### src/hdl/mpta_pkg.sv
// mpta_pkg: shared types, constants and small helper functions for the
// min-plus tile accumulator. Depends on nothing; every other file but mpta_ram imports it.

package mpta_pkg;

   localparam int ROWS      = 8;
   localparam int COLS      = 8;
   localparam int ROW_AW    = (ROWS > 1) ? $clog2(ROWS) : 1;
   localparam int COL_IW    = (COLS > 1) ? $clog2(COLS) : 1;
   localparam int RSP_DEPTH = COLS + 2;
   localparam int RSP_PW    = $clog2(RSP_DEPTH);
   localparam int RSP_CW    = $clog2(RSP_DEPTH + 1);

   localparam logic [30:0] INF_RESET = 31'd10000000;

   typedef enum logic [1:0] {
      ACT_LOAD_ACC = 2'd0,
      ACT_LOAD_B   = 2'd1,
      ACT_UPDATE   = 2'd2,
      ACT_READ     = 2'd3
   } action_type;

   // one request as it travels down the row of cells
   typedef struct packed {
      logic               valid;
      action_type         action;
      logic               row_ok;
      logic [2:0]         row;
      logic [2:0]         col;
      logic signed [31:0] value;
   } token_type;

   function automatic logic [ROW_AW-1:0] row_addr(input logic [2:0] row);
      logic [ROW_AW+2:0] wide;
      wide = {{ROW_AW{1'b0}}, row};
      return wide[ROW_AW-1:0];
   endfunction

   function automatic logic row_in_range(input logic [2:0] row);
      logic [6:0] r;
      r = 7'(row);
      return r < 7'(ROWS);
   endfunction

   function automatic logic col_match(input logic [2:0] col,
                                      input logic [COL_IW-1:0] idx);
      logic [4:0] a;
      logic [4:0] b;
      a = 5'(col);
      b = 5'(idx);
      return a == b;
   endfunction

   // signed compare against a non-negative threshold
   function automatic logic is_inf(input logic signed [31:0] v,
                                   input logic [30:0] inf);
      return !v[31] && (v[30:0] >= inf);
   endfunction

   function automatic logic signed [31:0] sat_add(input logic signed [31:0] a,
                                                  input logic signed [31:0] b);
      logic signed [32:0] s;
      s = 33'(a) + 33'(b);
      if (s[32] != s[31]) begin
         return s[32] ? 32'sh8000_0000 : 32'sh7fff_ffff;
      end
      return s[31:0];
   endfunction

endpackage

### src/hdl/mpta_rsp_fifo.sv
// mpta_rsp_fifo: small response queue at the end of the cell chain.
// Depends on mpta_pkg.

module mpta_rsp_fifo
   import mpta_pkg::*;
(
   input  logic               clock,
   input  logic               reset,
   input  logic               push,
   input  logic signed [31:0] push_data,
   input  logic               pop,
   output logic               valid,
   output logic signed [31:0] data
);

   logic signed [31:0] mem_ff [RSP_DEPTH];
   logic [RSP_PW-1:0]  wr_ptr_ff;
   logic [RSP_PW-1:0]  wr_ptr_in;
   logic [RSP_PW-1:0]  rd_ptr_ff;
   logic [RSP_PW-1:0]  rd_ptr_in;
   logic [RSP_CW-1:0]  count_ff;
   logic [RSP_CW-1:0]  count_in;

   function automatic logic [RSP_PW-1:0] next_ptr(input logic [RSP_PW-1:0] p);
      return (p == RSP_PW'(RSP_DEPTH - 1)) ? '0 : p + 1'b1;
   endfunction

   assign wr_ptr_in = push ? next_ptr(wr_ptr_ff) : wr_ptr_ff;
   assign rd_ptr_in = pop ? next_ptr(rd_ptr_ff) : rd_ptr_ff;

   always_comb begin
      case ({push, pop})
         2'b10:   count_in = count_ff + 1'b1;
         2'b01:   count_in = count_ff - 1'b1;
         default: count_in = count_ff;
      endcase
   end

   always_ff @(posedge clock) begin
      if (push) begin
         mem_ff[wr_ptr_ff] <= push_data;
      end
      if (reset) begin
         wr_ptr_ff <= '0;
         rd_ptr_ff <= '0;
         count_ff  <= '0;
      end else begin
         wr_ptr_ff <= wr_ptr_in;
         rd_ptr_ff <= rd_ptr_in;
         count_ff  <= count_in;
      end
   end

   assign valid = (count_ff != '0);
   assign data  = mem_ff[rd_ptr_ff];

endmodule

### config.mk
export PLATFORM = sky130hd
export DESIGN_NAME = mpta_rsp_fifo
export DESIGN_NICKNAME = d
export VERILOG_FILES = /design/src/hdl/mpta_pkg.sv /design/src/hdl/mpta_rsp_fifo.sv
export SDC_FILE = /design/constraint.sdc
export NUM_CORES = 1
export LEC_CHECK = 0
export BUFFER_PORTS_ARGS = -buffer_cell sky130_fd_sc_hd__buf_2
export CORE_UTILIZATION = 45
export CTS_BUF_LIST = sky130_fd_sc_hd__clkbuf_16
export DETAILED_ROUTE_END_ITERATION = 6
export PLACE_DENSITY = 0.68
export RECOVER_POWER = 25
export SLEW_MARGIN = 20
export SYNTH_ARGS = -nofsm -noshare
export SYNTH_HDL_FRONTEND = slang
export SYNTH_SLANG_ARGS = --single-unit
### constraint.sdc
create_clock -name clock -period 5.02 [get_ports clock]
set_clock_uncertainty 0.15 [all_clocks]
set_input_delay 0.251 -clock clock [delete_from_list [all_inputs] [get_ports clock]]
set_output_delay 0.251 -clock clock [all_outputs]
set_load 0.05 [all_outputs]
==> parameters.txt <==
Parameter                              Value

Clock network
  Total clock sinks    336
  Number of buffers created by CTS    34
  Root buffer cell    sky130_fd_sc_hd__clkbuf_16
  CTS-repair resized insts    0
  TritonCTS clock tree    yes
  Worst-skew pair later-pin latency    0.50 ns
  CTS H-Tree Depth    2
  Maximum buffer depth of the clock tree    3
  Clock-pin slew on the worst setup and hold paths    0.06 ns

Placed design
  Global placer's final weighted congestion    0.691
  Worst slack at placement    2.25 ns
  Final HPWL from detailed placement    13800 µm
  Count of port buffers added during placement    68

Global routing
  Global-route wire length before repair    39800 µm
  Number of global-route vias before repair    7008
  Largest net degree at the start of global routing    61
  Initial antenna violation count    2
  Tot GR Track Use    17.3%
  Global-route congestion overflow total    0

Synth
  Top flip-flop cell by instance count after synthesis    sky130_fd_sc_hd__edfxtp_1
  Synth Cell Area    13200 µm²
  Ys async rst share    0%
  Number of nets produced by synthesis    777
  Cell taking the most area after synthesis    sky130_fd_sc_hd__edfxtp_1
  Sequential element share of the synthesized area    75.1%
  Post-synthesis sequential element count    336
  Area fraction of the dominant cell type after synthesis    72.7%
  Synth unique cells    38
  Yosys warning count    0
  Mean Syn Cell Area    17.9 µm²
  Count of flip-flops with a built-in enable after synthesis    320
  Cell types occupying the most area after synthesis    sky130_fd_sc_hd__edfxtp_1 73%, sky130_fd_sc_hd__mux2_2 8.2%, sky130_fd_sc_hd__mux2i_1 4.9%
  Synthesized instance count    738

Die
  Core region area    28800 µm²
  Horizontal extent of the die    173 µm
  Rows    62
  Die Height    173 µm
  Initial core utilization    45.9%
  I/O pin cnt    69
  DIE AREA    30100 µm²

Run status
  Outcome    finished clean

STA
  Post-layout minimum cycle time    3.27 ns
  Total count of hold-check failures in the final report    0
  Setup repair after global routing missed its margin    false
  Period Utilization, post-route    65.2%
  Count of final max-slew check failures    0
  Setup tns final    0 ns
  Post-route setup slack    1.75 ns
  Max-slew headroom at the worst pin    35.2%
  Actual slew at the worst max-slew pin    0.964 ns
  Final setup violation count    0
  Highest clock frequency the design can meet    0.306 GHz

Pwr
  Worst ir drop on vdd    0.192 mV
  Cell leakage power    5.03 nW
  Power Density    405 nW/µm²

Setup path
  Kind of start point of the critical path    register
  Crit path max-delay cell type    sky130_fd_sc_hd__dfxtp_4
  Arrival time at the worst endpoint    2.87 ns
  Crit Path Category    reg2out
  CP Data Required Time    4.62 ns
  Biggest cell delay along the critical path    0.78 ns
  Largest driver fanout on the critical path    43
  Buffers plus inverters on the worst setup path    2
  Category of the worst setup path capture point    output pin
  Cell family contributing the most delay on the critical path    buffers and inverters
  CP Cell Sequence    buf_4 -> mux2i_1 -> a22oi_1 -> o221ai_1 -> o21ai_1 -> buf_2

Hold path
  Worst min-delay path category    reg2reg

Route
  Count of routing violations after the opening detailed-route iteration    486
  Post-detailed-route count of antenna-violating nets    0
  Wire length per cell    20.2 µm
  Number of vias per cell    5.36
  First-pass iteration count of the detailed router    4
  Number of DRC violations after detailed routing    0
  Post-Route WL    25600 µm
  Routed vias    6783

Final layout
  Most common library cell in the layout ignoring fill and taps    sky130_fd_sc_hd__edfxtp_1
  Final Net Count    896
  Area grow syn2layout    16.7%
  Filler instances    2255
  Register Area    9930 µm²
  Multi-input gate area in the final layout    3050 µm²
  Top library cells by usage in the layout, fill and taps aside    320 x sky130_fd_sc_hd__edfxtp_1, 96 x sky130_fd_sc_hd__mux2_2, 65 x sky130_fd_sc_hd__mux2i_1
  Proportion of layout cells with a drive suffix above 1    26.3%

Job
  # Max-Cap Violations    0
## power breakdown
group / internal (W) / total (W) / switching (W)
Clock: 0.00153 / 0.00251 / 0.000982
Sequential: 0.00312 / 0.00315 / 0.0000337
Combinational: 0.000214 / 0.000592 / 0.000378
## synth_stat cells (7+ instances only)
library cell	n
sky130_fd_sc_hd__edfxtp_1	320
sky130_fd_sc_hd__mux2_2	96
sky130_fd_sc_hd__mux2i_1	65
sky130_fd_sc_hd__nand2_1	38
sky130_fd_sc_hd__o21ai_1	26
sky130_fd_sc_hd__a22oi_1	19
sky130_fd_sc_hd__o221ai_1	19
sky130_fd_sc_hd__clkbuf_1	17
sky130_fd_sc_hd__dfxtp_1	16
sky130_fd_sc_hd__nor2_1	14
sky130_fd_sc_hd__o22ai_1	14
sky130_fd_sc_hd__a221o_1	13
sky130_fd_sc_hd__buf_6	8
sky130_fd_sc_hd__a21oi_1	7
## kinds of logic after synthesis
family / synth area share (%)
mux: 13.2
simple gates: 2.73
buf+inv: 2.38
xor+xnor: 0.397
flops: 75.1
compound gates: 5.93
fa+ha+maj: 0.284
## per-layer routing
metal	track usage (%)	share of wire, %	vias to the layer above
li1	-	-	3178
met1	23.2	45	3420
met2	29.1	49	150
met3	3.44	4.9	35
met4	4.24	1.5	0
met5	0	0	-
## worst paths after layout
| kind | start | end | slack (ns) | cells past startpoint |
|---|---|---|---|---|
| min | wr_ptr_ff[0]$_SDFFE_PP0P_ | wr_ptr_ff[0]$_SDFFE_PP0P_ | 0.36 | 2 |
| max | register | data[5] | 1.75 | 6 |
| min reg2reg | wr_ptr_ff[0]$_SDFFE_PP0P_ | wr_ptr_ff[0]$_SDFFE_PP0P_ | 0.36 | 2 |
| max reg2reg | wr_ptr_ff[0]$_SDFFE_PP0P_ | mem_ff[0][30]$_DFFE_PP_ | 2.46 | 3 |
## final cells by class
type / count / area share (%)
Antenna cell: 2 / 0.0324
Multi-Input combinational cell: 360 / 19.7
Timing Repair Buffer: 124 / 5.40
Sequential cell: 336 / 64.4
Clock inverter: 22 / 1.30
Tap cell: 384 / 3.11
Clock buffer: 37 / 6.00
Inverter: 1 / 0.0243
## sequential cells by signal (all words and copies together) (netlist names), named ones only
signal	cells
rd_ptr_ff	4
count_ff	4
wr_ptr_ff	4
mem_ff	320
## worst reg2reg max path, cell delays in order (launching register included)
cell                       delay, ns
sky130_fd_sc_hd__dfxtp_1        0.33
sky130_fd_sc_hd__nand2b_1       0.34
sky130_fd_sc_hd__nor4_2         0.81
sky130_fd_sc_hd__buf_4          0.56
## what timing repair did
item                      4_1_cts  5_1_grt
hold buffers                   35        0
buffers inserted                0        0
hold endpoints to repair      334        0
## stage by stage
stage	cells	utilization, %	hold WS [ns]	power [W]	instance area [µm²]
after CTS	1264	53.7	0.362	0.00630	15500
after floorplan	738	-	0.170	0.00365	13200
final	1266	53.6	0.358	0.00625	15400
after global placement	1170	48.6	0.334	0.00378	14000
after detailed placement	1170	48.6	0.354	0.00379	14000
after global routing	1266	53.6	0.399	0.00646	15400
No activity file was read; power rests on OpenSTA's default activity.
