[config.mk]
export PLATFORM = sky130hd
export DESIGN_NAME = mpta_cell
export DESIGN_NICKNAME = d
export VERILOG_FILES = /design/src/hdl/mpta_pkg.sv /design/src/hdl/mpta_ram.sv /design/src/hdl/mpta_cell.sv
export SDC_FILE = /design/constraint.sdc
export NUM_CORES = 1
export LEC_CHECK = 0
export ABC_AREA = 1
export BUFFER_PORTS_ARGS = -buffer_cell sky130_fd_sc_hd__clkbuf_2
export CAP_MARGIN = 30
export CORE_MARGIN = 2
export CORE_UTILIZATION = 24
export DETAILED_ROUTE_END_ITERATION = 7
export GPL_ROUTABILITY_DRIVEN = 0
export HOLD_SLACK_MARGIN = 0.05
export PLACE_DENSITY = 0.39
export SLEW_MARGIN = 20
export SYNTH_ARGS = -nofsm -noshare
export SYNTH_HDL_FRONTEND = slang
export SYNTH_SLANG_ARGS = --single-unit
[constraint.sdc]
create_clock -name clock -period 7.6 [get_ports clock]
set_input_delay 2.28 -clock clock [delete_from_list [all_inputs] [get_ports clock]]
set_output_delay 2.28 -clock clock [all_outputs]
set_load 0.1 [all_outputs]
[src/hdl/mpta_pkg.sv]
// mpta_pkg: shared types, constants and small helper functions for the
// min-plus tile accumulator. Depends on nothing; every other file but mpta_ram imports it.

package mpta_pkg;

   localparam int ROWS      = 8;
   localparam int COLS      = 8;
   localparam int ROW_AW    = (ROWS > 1) ? $clog2(ROWS) : 1;
   localparam int COL_IW    = (COLS > 1) ? $clog2(COLS) : 1;
   localparam int RSP_DEPTH = COLS + 2;
   localparam int RSP_PW    = $clog2(RSP_DEPTH);
   localparam int RSP_CW    = $clog2(RSP_DEPTH + 1);

   localparam logic [30:0] INF_RESET = 31'd10000000;

   typedef enum logic [1:0] {
      ACT_LOAD_ACC = 2'd0,
      ACT_LOAD_B   = 2'd1,
      ACT_UPDATE   = 2'd2,
      ACT_READ     = 2'd3
   } action_type;

   // one request as it travels down the row of cells
   typedef struct packed {
      logic               valid;
      action_type         action;
      logic               row_ok;
      logic [2:0]         row;
      logic [2:0]         col;
      logic signed [31:0] value;
   } token_type;

   function automatic logic [ROW_AW-1:0] row_addr(input logic [2:0] row);
      logic [ROW_AW+2:0] wide;
      wide = {{ROW_AW{1'b0}}, row};
      return wide[ROW_AW-1:0];
   endfunction

   function automatic logic row_in_range(input logic [2:0] row);
      logic [6:0] r;
      r = 7'(row);
      return r < 7'(ROWS);
   endfunction

   function automatic logic col_match(input logic [2:0] col,
                                      input logic [COL_IW-1:0] idx);
      logic [4:0] a;
      logic [4:0] b;
      a = 5'(col);
      b = 5'(idx);
      return a == b;
   endfunction

   // signed compare against a non-negative threshold
   function automatic logic is_inf(input logic signed [31:0] v,
                                   input logic [30:0] inf);
      return !v[31] && (v[30:0] >= inf);
   endfunction

   function automatic logic signed [31:0] sat_add(input logic signed [31:0] a,
                                                  input logic signed [31:0] b);
      logic signed [32:0] s;
      s = 33'(a) + 33'(b);
      if (s[32] != s[31]) begin
         return s[32] ? 32'sh8000_0000 : 32'sh7fff_ffff;
      end
      return s[31:0];
   endfunction

endpackage

[src/hdl/mpta_ram.sv]
// mpta_ram: generic simple dual-port ram, one write and one registered read.
// Depends on nothing.

module mpta_ram #(
   parameter int WIDTH = 32,
   parameter int DEPTH = 8
) (
   input  logic                                   clock,
   input  logic                                   wr_en,
   input  logic [((DEPTH > 1) ? $clog2(DEPTH) : 1)-1:0] wr_addr,
   input  logic [WIDTH-1:0]                       wr_data,
   input  logic                                   rd_en,
   input  logic [((DEPTH > 1) ? $clog2(DEPTH) : 1)-1:0] rd_addr,
   output logic [WIDTH-1:0]                       rd_data
);

   logic [WIDTH-1:0] mem_ff [DEPTH];
   logic [WIDTH-1:0] rd_data_ff;

   always_ff @(posedge clock) begin
      if (wr_en) begin
         mem_ff[wr_addr] <= wr_data;
      end
      if (rd_en) begin
         rd_data_ff <= mem_ff[rd_addr];
      end
   end

   assign rd_data = rd_data_ff;

endmodule

[src/hdl/mpta_cell.sv]
// mpta_cell: one column of the tile: its accumulators in a ram, its B
// operand, and one stage of the request chain. Depends on mpta_pkg, mpta_ram.

module mpta_cell
   import mpta_pkg::*;
(
   input  logic               clock,
   input  logic               reset,
   input  logic [COL_IW-1:0]  col_index,
   input  logic [30:0]        inf_value,
   input  token_type          tok_in,
   input  logic signed [31:0] data_in,
   output token_type          tok_out,
   output logic signed [31:0] data_out
);

   token_type          tok_ff;
   logic signed [31:0] data_ff;
   logic signed [31:0] b_ff;
   logic signed [31:0] b_in;
   logic               byp_ff;
   logic               byp_in;
   logic signed [31:0] byp_data_ff;
   logic signed [31:0] byp_data_in;
   logic [31:0]        rd_data;
   logic signed [31:0] acc_now;
   logic signed [31:0] sum;
   logic               col_hit;
   logic               we;
   logic [ROW_AW-1:0]  waddr;
   logic signed [31:0] wdata;

   // read is issued as the request arrives, so data lines up with tok_ff
   mpta_ram #(
      .WIDTH(32),
      .DEPTH(ROWS)
   ) u_acc_ram (
      .clock   (clock),
      .wr_en   (we),
      .wr_addr (waddr),
      .wr_data (wdata),
      .rd_en   (tok_in.valid),
      .rd_addr (row_addr(tok_in.row)),
      .rd_data (rd_data)
   );

   assign col_hit = col_match(tok_ff.col, col_index);
   // the request just behind may read the row written this cycle
   assign acc_now = byp_ff ? byp_data_ff : $signed(rd_data);
   assign sum     = sat_add(tok_ff.value, b_ff);

   always_comb begin
      we    = 1'b0;
      waddr = row_addr(tok_ff.row);
      wdata = sum;
      if (tok_ff.valid && tok_ff.row_ok) begin
         case (tok_ff.action)
            ACT_LOAD_ACC: begin
               if (col_hit) begin
                  we    = 1'b1;
                  wdata = tok_ff.value;
               end
            end
            ACT_UPDATE: begin
               if (!is_inf(tok_ff.value, inf_value) && !is_inf(b_ff, inf_value)
                   && (sum < acc_now)) begin
                  we = 1'b1;
               end
            end
            default: begin
               we = 1'b0;
            end
         endcase
      end
   end

   always_comb begin
      b_in = b_ff;
      if (tok_ff.valid && (tok_ff.action == ACT_LOAD_B) && col_hit) begin
         b_in = tok_ff.value;
      end
   end

   assign byp_in      = we && tok_in.valid && (waddr == row_addr(tok_in.row));
   assign byp_data_in = wdata;

   assign data_out = (tok_ff.valid && (tok_ff.action == ACT_READ) && tok_ff.row_ok
                      && col_hit) ? acc_now : data_ff;
   assign tok_out  = tok_ff;

   always_ff @(posedge clock) begin
      data_ff     <= data_in;
      b_ff        <= b_in;
      byp_data_ff <= byp_data_in;
      if (reset) begin
         tok_ff <= '0;
         byp_ff <= 1'b0;
      end else begin
         tok_ff <= tok_in;
         byp_ff <= byp_in;
      end
   end

endmodule

==> results.md, run 1 <==
* RSZ-0062 raised after global routing: no
* Fin nets at around 2300
* Total of warnings raised by yosys at 0
* Root Driver: clkbuf_16
* Final Cycle Share at roughly nine tenths
* Worst vdd ir at between 0.00015 and 0.0002 V
* Pwr/cell area at roughly 240 nW/µm²
* Max Clock Skew at around 0.026 ns
* Syn Inst Count at 1906
* Share of post-route cells with drive strength above 1 at ~15%
* Largest net degree at the start of global routing at 75
* Die area at around 84000 µm²
* Detail Route Antenna Nets at 0
* Setup slack, reg-to-reg at between 1.5 and 2 ns
* Critical Path Start: col_index[0]
* Die width at about 290 µm
* Max_cap viols at 0
* Area grow syn2layout at 19.4%
* HPWL Detailed at between 40000 and 50000 µm
* CP Class: in -> out
* Number of port buffers at 183
* Sequential cell fraction of total power at roughly 47%
* Syn_nets at 2142
* Switching part of the total at 26.7%
* Result of the run: finished clean
* Antenna violations before repair at 3
* Commonest non-fill, non-tap cell in the layout: nand2_1
* Die height at just under 300 µm
* Crit path max-delay cell type: clkbuf_2
* Area of the multi-input gates at 7040 µm²
* CTS resizes at 0
* FF+latch count, synth at between 400 and 500
* Clk pwr share at between 40% and 50%
* Clk slew on worst S/H paths at about 0.06 ns
* Hold Fails Final Rpt at 0
* Post-synth EDFFs at 320
* Post-CTS Hold Fix Bufs at 0
* Vias in the first global route at 14040
* # fillers at ~8400
* Slew Limit Fails at 0
* WP data arrival at between 4 and 5 ns
* Clk Latency, worst-skew pair at approximately 0.60 ns
* Initial core utilization at between 20% and 30%
* Avg Inst Size Synth at roughly 10 µm²
* Yosys cell types at 48
* Mapped cell area at just under 20000 µm²
* Number of post-CTS setup repair buffers at 0
* Crit-path most repeated cell: clkbuf_2
* Fin Setup TNS at 0 ns
* Crit-path max FO at around 60
* Ys flop type: edfxtp_1
* Avg WL per Cell at 18.6 µm
* CTS H-tree lvls at 2
* GRT Total Usage at 14.2%
* WL final at slightly below 60000 µm
* Hold slack at between 0.5 and 0.6 ns
* IO Pins at about 180
* CP cell instances: clkbuf_2 -> or2_2 -> a21oi_1 -> nand2_1 -> nor4_1 -> inv_2 -> buf_12 -> o21ai_0 -> clkbuf_2
* # DRC at 0
* F_max at ~140 MHz
* Share of flip-flops with an asynchronous set or reset at 0%
* First-pass GRT wire length at around 89000 µm
* Final setup violation count at 0
* P_leak at between 9 and 10 nW
* RR Startpoint: tok_out[0]$_SDFF_PP0_
* Period minus WS final at just under 7 ns
* First-pass detailed-route iteration total at 5
* Most frequent cells in the layout: 338 x nand2_1, 320 x edfxtp_1, 303 x nor2_1, 181 x clkbuf_2, 164 x o21ai_0
* Vias per inst at roughly 4.4
* Comb pwr share at between 10% and 20%
* Hold Crit Class: reg -> reg
* Clock tree sinks at between 400 and 500
* Post-Place Worst Slack at about 0.57 ns
* Area taken by flip-flops and latches at approximately 12000 µm²
* Max stage delay on crit path at a little under 0.5 ns
* CP required at 5.32 ns
* Max_slew headroom at 31.1%
* Final worst slack at 0.652 ns
* TritonCTS clock tree: done
* Internal at about 4.1 mW
* Worst-margin pin slew at approximately 1 ns
* Max Buffers Root-to-Sink at 3
* Startpoint Class: primary input
* CTS buffer count at 47
* Row cnt at ~100
* Vias after detailed routing at around 14000
* Crit path capture type: output port
* Core area at roughly 80000 µm²
* Worst hold start: tok_out[0]$_SDFF_PP0_
* Sequential-to-total area share from yosys stat at 60.1%
* Sw Pwr at ~1.5 mW
* Grt ovf at 0
* DR iter-0 viols at 820
-- per-layer routing --
metal	global-route usage (%)	wire length, µm	up-vias
li1	-	-	6941
met3	2.00	2360	59
met1	20.7	30100	6787
met4	3.03	851	0
met5	0	0	-
met2	22.3	26100	267
-- final cells by class --
cell class / count / area share (%)
Tap cell: 1060 / 5.68
Clock buffer: 66 / 5.65
Sequential cell: 427 / 50.3
Multi-Input combinational cell: 1262 / 30.1
Inverter: 141 / 2.28
Timing Repair Buffer: 208 / 4.99
Antenna cell: 1 / 0.0107
Clock inverter: 22 / 0.916
-- worst paths after layout --
kind / to / cells past startpoint
hold / removal: b_ff[0]$_DFFE_PP_ / 0
setup / recovery: data_out[7] / 9
setup reg to reg: u_acc_ram.mem_ff[2][10]$_DFFE_PP_ / 31
hold reg to reg: b_ff[0]$_DFFE_PP_ / 0
-- registers in the layout (all words and copies together), names as in the netlist --
signal	cells
b_ff	32
byp_data_ff	32
byp_ff	1
data_ff	32
tok_out	39
u_acc_ram.mem_ff	256
u_acc_ram.rd_data	32
waddr	3
-- worst max-delay path, delay by kind of cell --
kind            cells  cell delay [ns]
buf+inv             4             0.92
simple gates        3             0.85
compound gates      2             0.57
-- power groups by stage --
stage,clock network (mW),registers [mW],logic [mW]
6_report,2.28,2.63,0.658
4_1_cts,2.35,2.63,0.669
5_1_grt,2.44,2.64,0.732
3_3_place_gp,0,2.68,0.658
3_5_place_dp,0,2.68,0.667
2_1_floorplan,0,2.75,0.371
-- cells in the mapped netlist, drive strengths merged (12+ instances only) --
cell type	count	share of area, %
a21oi	68	1.7
a31oi	36	1.2
clkbuf	72	1.4
dfxtp	107	11
edfxtp	320	49
ha	125	8.0
inv	139	2.7
mux2i	31	1.6
nand2	349	6.9
nand3	26	0.72
nand4	12	0.38
nor2	313	6.1
o21ai	185	4.7
o22ai	32	1.0
xnor2	18	0.81
xor2	12	0.54
-- kinds of logic after synthesis --
kind of cell	synth area share (%)
xor gates and xnor gates	1.34
muxes	1.64
adders and majority gates	8.10
and+or+nand+nor	15.0
buffers and inverters	4.16
DFF	60.1
AOI/OAI and AO/OA	9.72
-- through the flow --
step | utilization [%] | instance area (µm²) | power, mW | instances
after floorplan | - | 19600 | 3.12 | 1906
after global placement | 27.1 | 21800 | 3.34 | 3096
after detailed placement | 27.1 | 21800 | 3.35 | 3096
after CTS | 29.0 | 23300 | 5.65 | 3184
after global routing | 29.0 | 23400 | 5.81 | 3186
final | 29.0 | 23400 | 5.57 | 3187
No activity file was read; power rests on OpenSTA's default activity.
==> inputs of run 2 (changes only) <==
Settings changed: RECOVER_POWER from default to 25.
==> results.md, run 2 (synthesized netlist as in run 1, its figures left out) <==
* Hold slack at 0.538 ns (-0.00216 ns)
* Clk Latency, worst-skew pair at 0.60 ns (about the same)
* Final setup violation count at 0 (unchanged)
* Share of post-route cells with drive strength above 1 at 13.1% (-1.4 points)
* Result of the run: finished with violations
* CP Class: in -> out
* # fillers at 8375 (+0.19%)
* Most frequent cells in the layout: 338 x nand2_1, 320 x edfxtp_1, 303 x nor2_1, 164 x o21ai_0, 159 x clkbuf_2
* Slew Limit Fails at 161 (+161)
* RSZ-0062 raised after global routing: no
* Largest net degree at the start of global routing at 75 (unchanged)
* Die area at 83800 µm² (unchanged)
* Pwr/cell area at 239 nW/µm² (+0.28%)
* First-pass GRT wire length at 88800 µm (unchanged)
* Vias after detailed routing at 14076 (+0.16%)
* Vias per inst at 4.42 (+0.19%)
* Area grow syn2layout at 19.1%
* Final Cycle Share at 91.2% (-0.18 points)
* Clk slew on worst S/H paths at 0.06 ns (about the same)
* Hold Fails Final Rpt at 0 (unchanged)
* Root Driver: clkbuf_16
* HPWL Detailed at 40200 µm (unchanged)
* Grt ovf at 0 (unchanged)
* Core area at 80500 µm² (unchanged)
* Crit-path max FO at 60 (-1.6%)
* Max Clock Skew at 0.0239 ns (-0.00205 ns)
* Total power at 5.57 mW (about the same)
* Vias in the first global route at 14040 (unchanged)
* DR iter-0 viols at 771 (-6.0%)
* Row cnt at 104 (unchanged)
* Detail Route Antenna Nets at 0 (unchanged)
* WL final at 59400 µm (about the same)
* Die width at 289 µm (unchanged)
* Post-CTS Hold Fix Bufs at 0 (unchanged)
* # DRC at 0 (unchanged)
* CTS resizes at 0 (unchanged)
* P_leak at 9.37 nW (-1.0%)
* Max_cap viols at 4 (+4)
* TritonCTS clock tree: done
* Fin nets at 2323 (unchanged)
* Worst vdd ir at 0.000152 V (-0.27%)
* IO Pins at 184 (unchanged)
* F_max at 144 MHz (+0.20%)
* Clock tree sinks at 427 (unchanged)
* Worst-margin pin slew at 3.72 ns (+2.72 ns)
* Crit path capture type: output port
* Die height at 289 µm (unchanged)
* Largest Register: u_acc_ram.mem_ff
* Number of port buffers at 183 (unchanged)
* Failing checks: capacitance limit, slew limit
* Startpoint Class: primary input
* Number of post-CTS setup repair buffers at 0 (unchanged)
* Placed Cells at 3096 (unchanged)
* Initial core utilization at 24.3% (unchanged)
* CTS buffer count at 47 (unchanged)
* Max Buffers Root-to-Sink at 3 (unchanged)
* Antenna violations before repair at 3 (unchanged)
* CP required at 5.32 ns (about the same)
* Setup slack, reg-to-reg at 1.61 ns (-0.03 ns)
* Commonest non-fill, non-tap cell in the layout: nand2_1
* Post-Place Worst Slack at 0.572 ns (unchanged)
* Non-Filler Instances at 3186 (-0.031%)
* Ant diodes at 0 (-1)
* Hold Crit Class: reg -> reg
* WP data arrival at 4.65 ns (-0.02 ns)
* Largest register FFs at 256 (unchanged)
* Max_slew headroom at -148% (-180 points)
* Period minus WS final at 6.93 ns (-0.0140 ns)
* Avg WL per Cell at 18.6 µm (about the same)
* GRT Total Usage at 14.2% (unchanged)
* First-pass detailed-route iteration total at 5 (unchanged)
* Final worst slack at 0.666 ns (+0.0140 ns)
* CTS H-tree lvls at 2 (unchanged)
-- run 2: report_power, final --
group	internal, mW	switching (mW)
registers	2.60	0.0335
clock network	1.32	0.963
logic	0.162	0.495
-- run 2: worst paths after layout --
| check | from | end | cells past startpoint |
|---|---|---|---|
| worst min-delay path | tok_out[0]$_SDFF_PP0_ | b_ff[0]$_DFFE_PP_ | 0 |
| worst min register to register | tok_out[0]$_SDFF_PP0_ | b_ff[0]$_DFFE_PP_ | 0 |
| worst max-delay path | col_index[0] | data_out[7] | 9 |
| worst max register to register | tok_out[0]$_SDFF_PP0_ | u_acc_ram.mem_ff[2][10]$_DFFE_PP_ | 31 |
-- run 2: final cells by class --
type	count	area, µm²	share of cell area [%]
Sequential cell	427	11800	50.5
Multi-Input combinational cell	1262	7040	30.2
Tap cell	1060	1330	5.69
Clock buffer	66	1320	5.67
Timing Repair Buffer	208	1110	4.78
Inverter	141	533	2.29
Clock inverter	22	214	0.919
-- run 2: worst max-delay path: stages --
cell      delay [ns]
clkbuf_1        0.09
or2_2           0.29
a21oi_1         0.34
nand2_1         0.17
nor4_1          0.39
inv_2           0.13
buf_12          0.21
o21ai_0         0.23
clkbuf_2        0.49
-- run 2: metal layers --
metal	wire (µm)	GRT usage [%]
met1	29900	20.7
met2	26200	22.3
met3	2470	2.00
met4	855	3.03
met5	0	0
-- run 2: stage by stage --
step	setup TNS [ns]	area (µm²)	util [%]
3_5_place_dp	0	21800	27.1
2_1_floorplan	-3.22	19600	-
5_1_grt	0	23300	28.9
4_1_cts	0	23300	29.0
3_3_place_gp	0	21800	27.1
6_report	0	23300	28.9
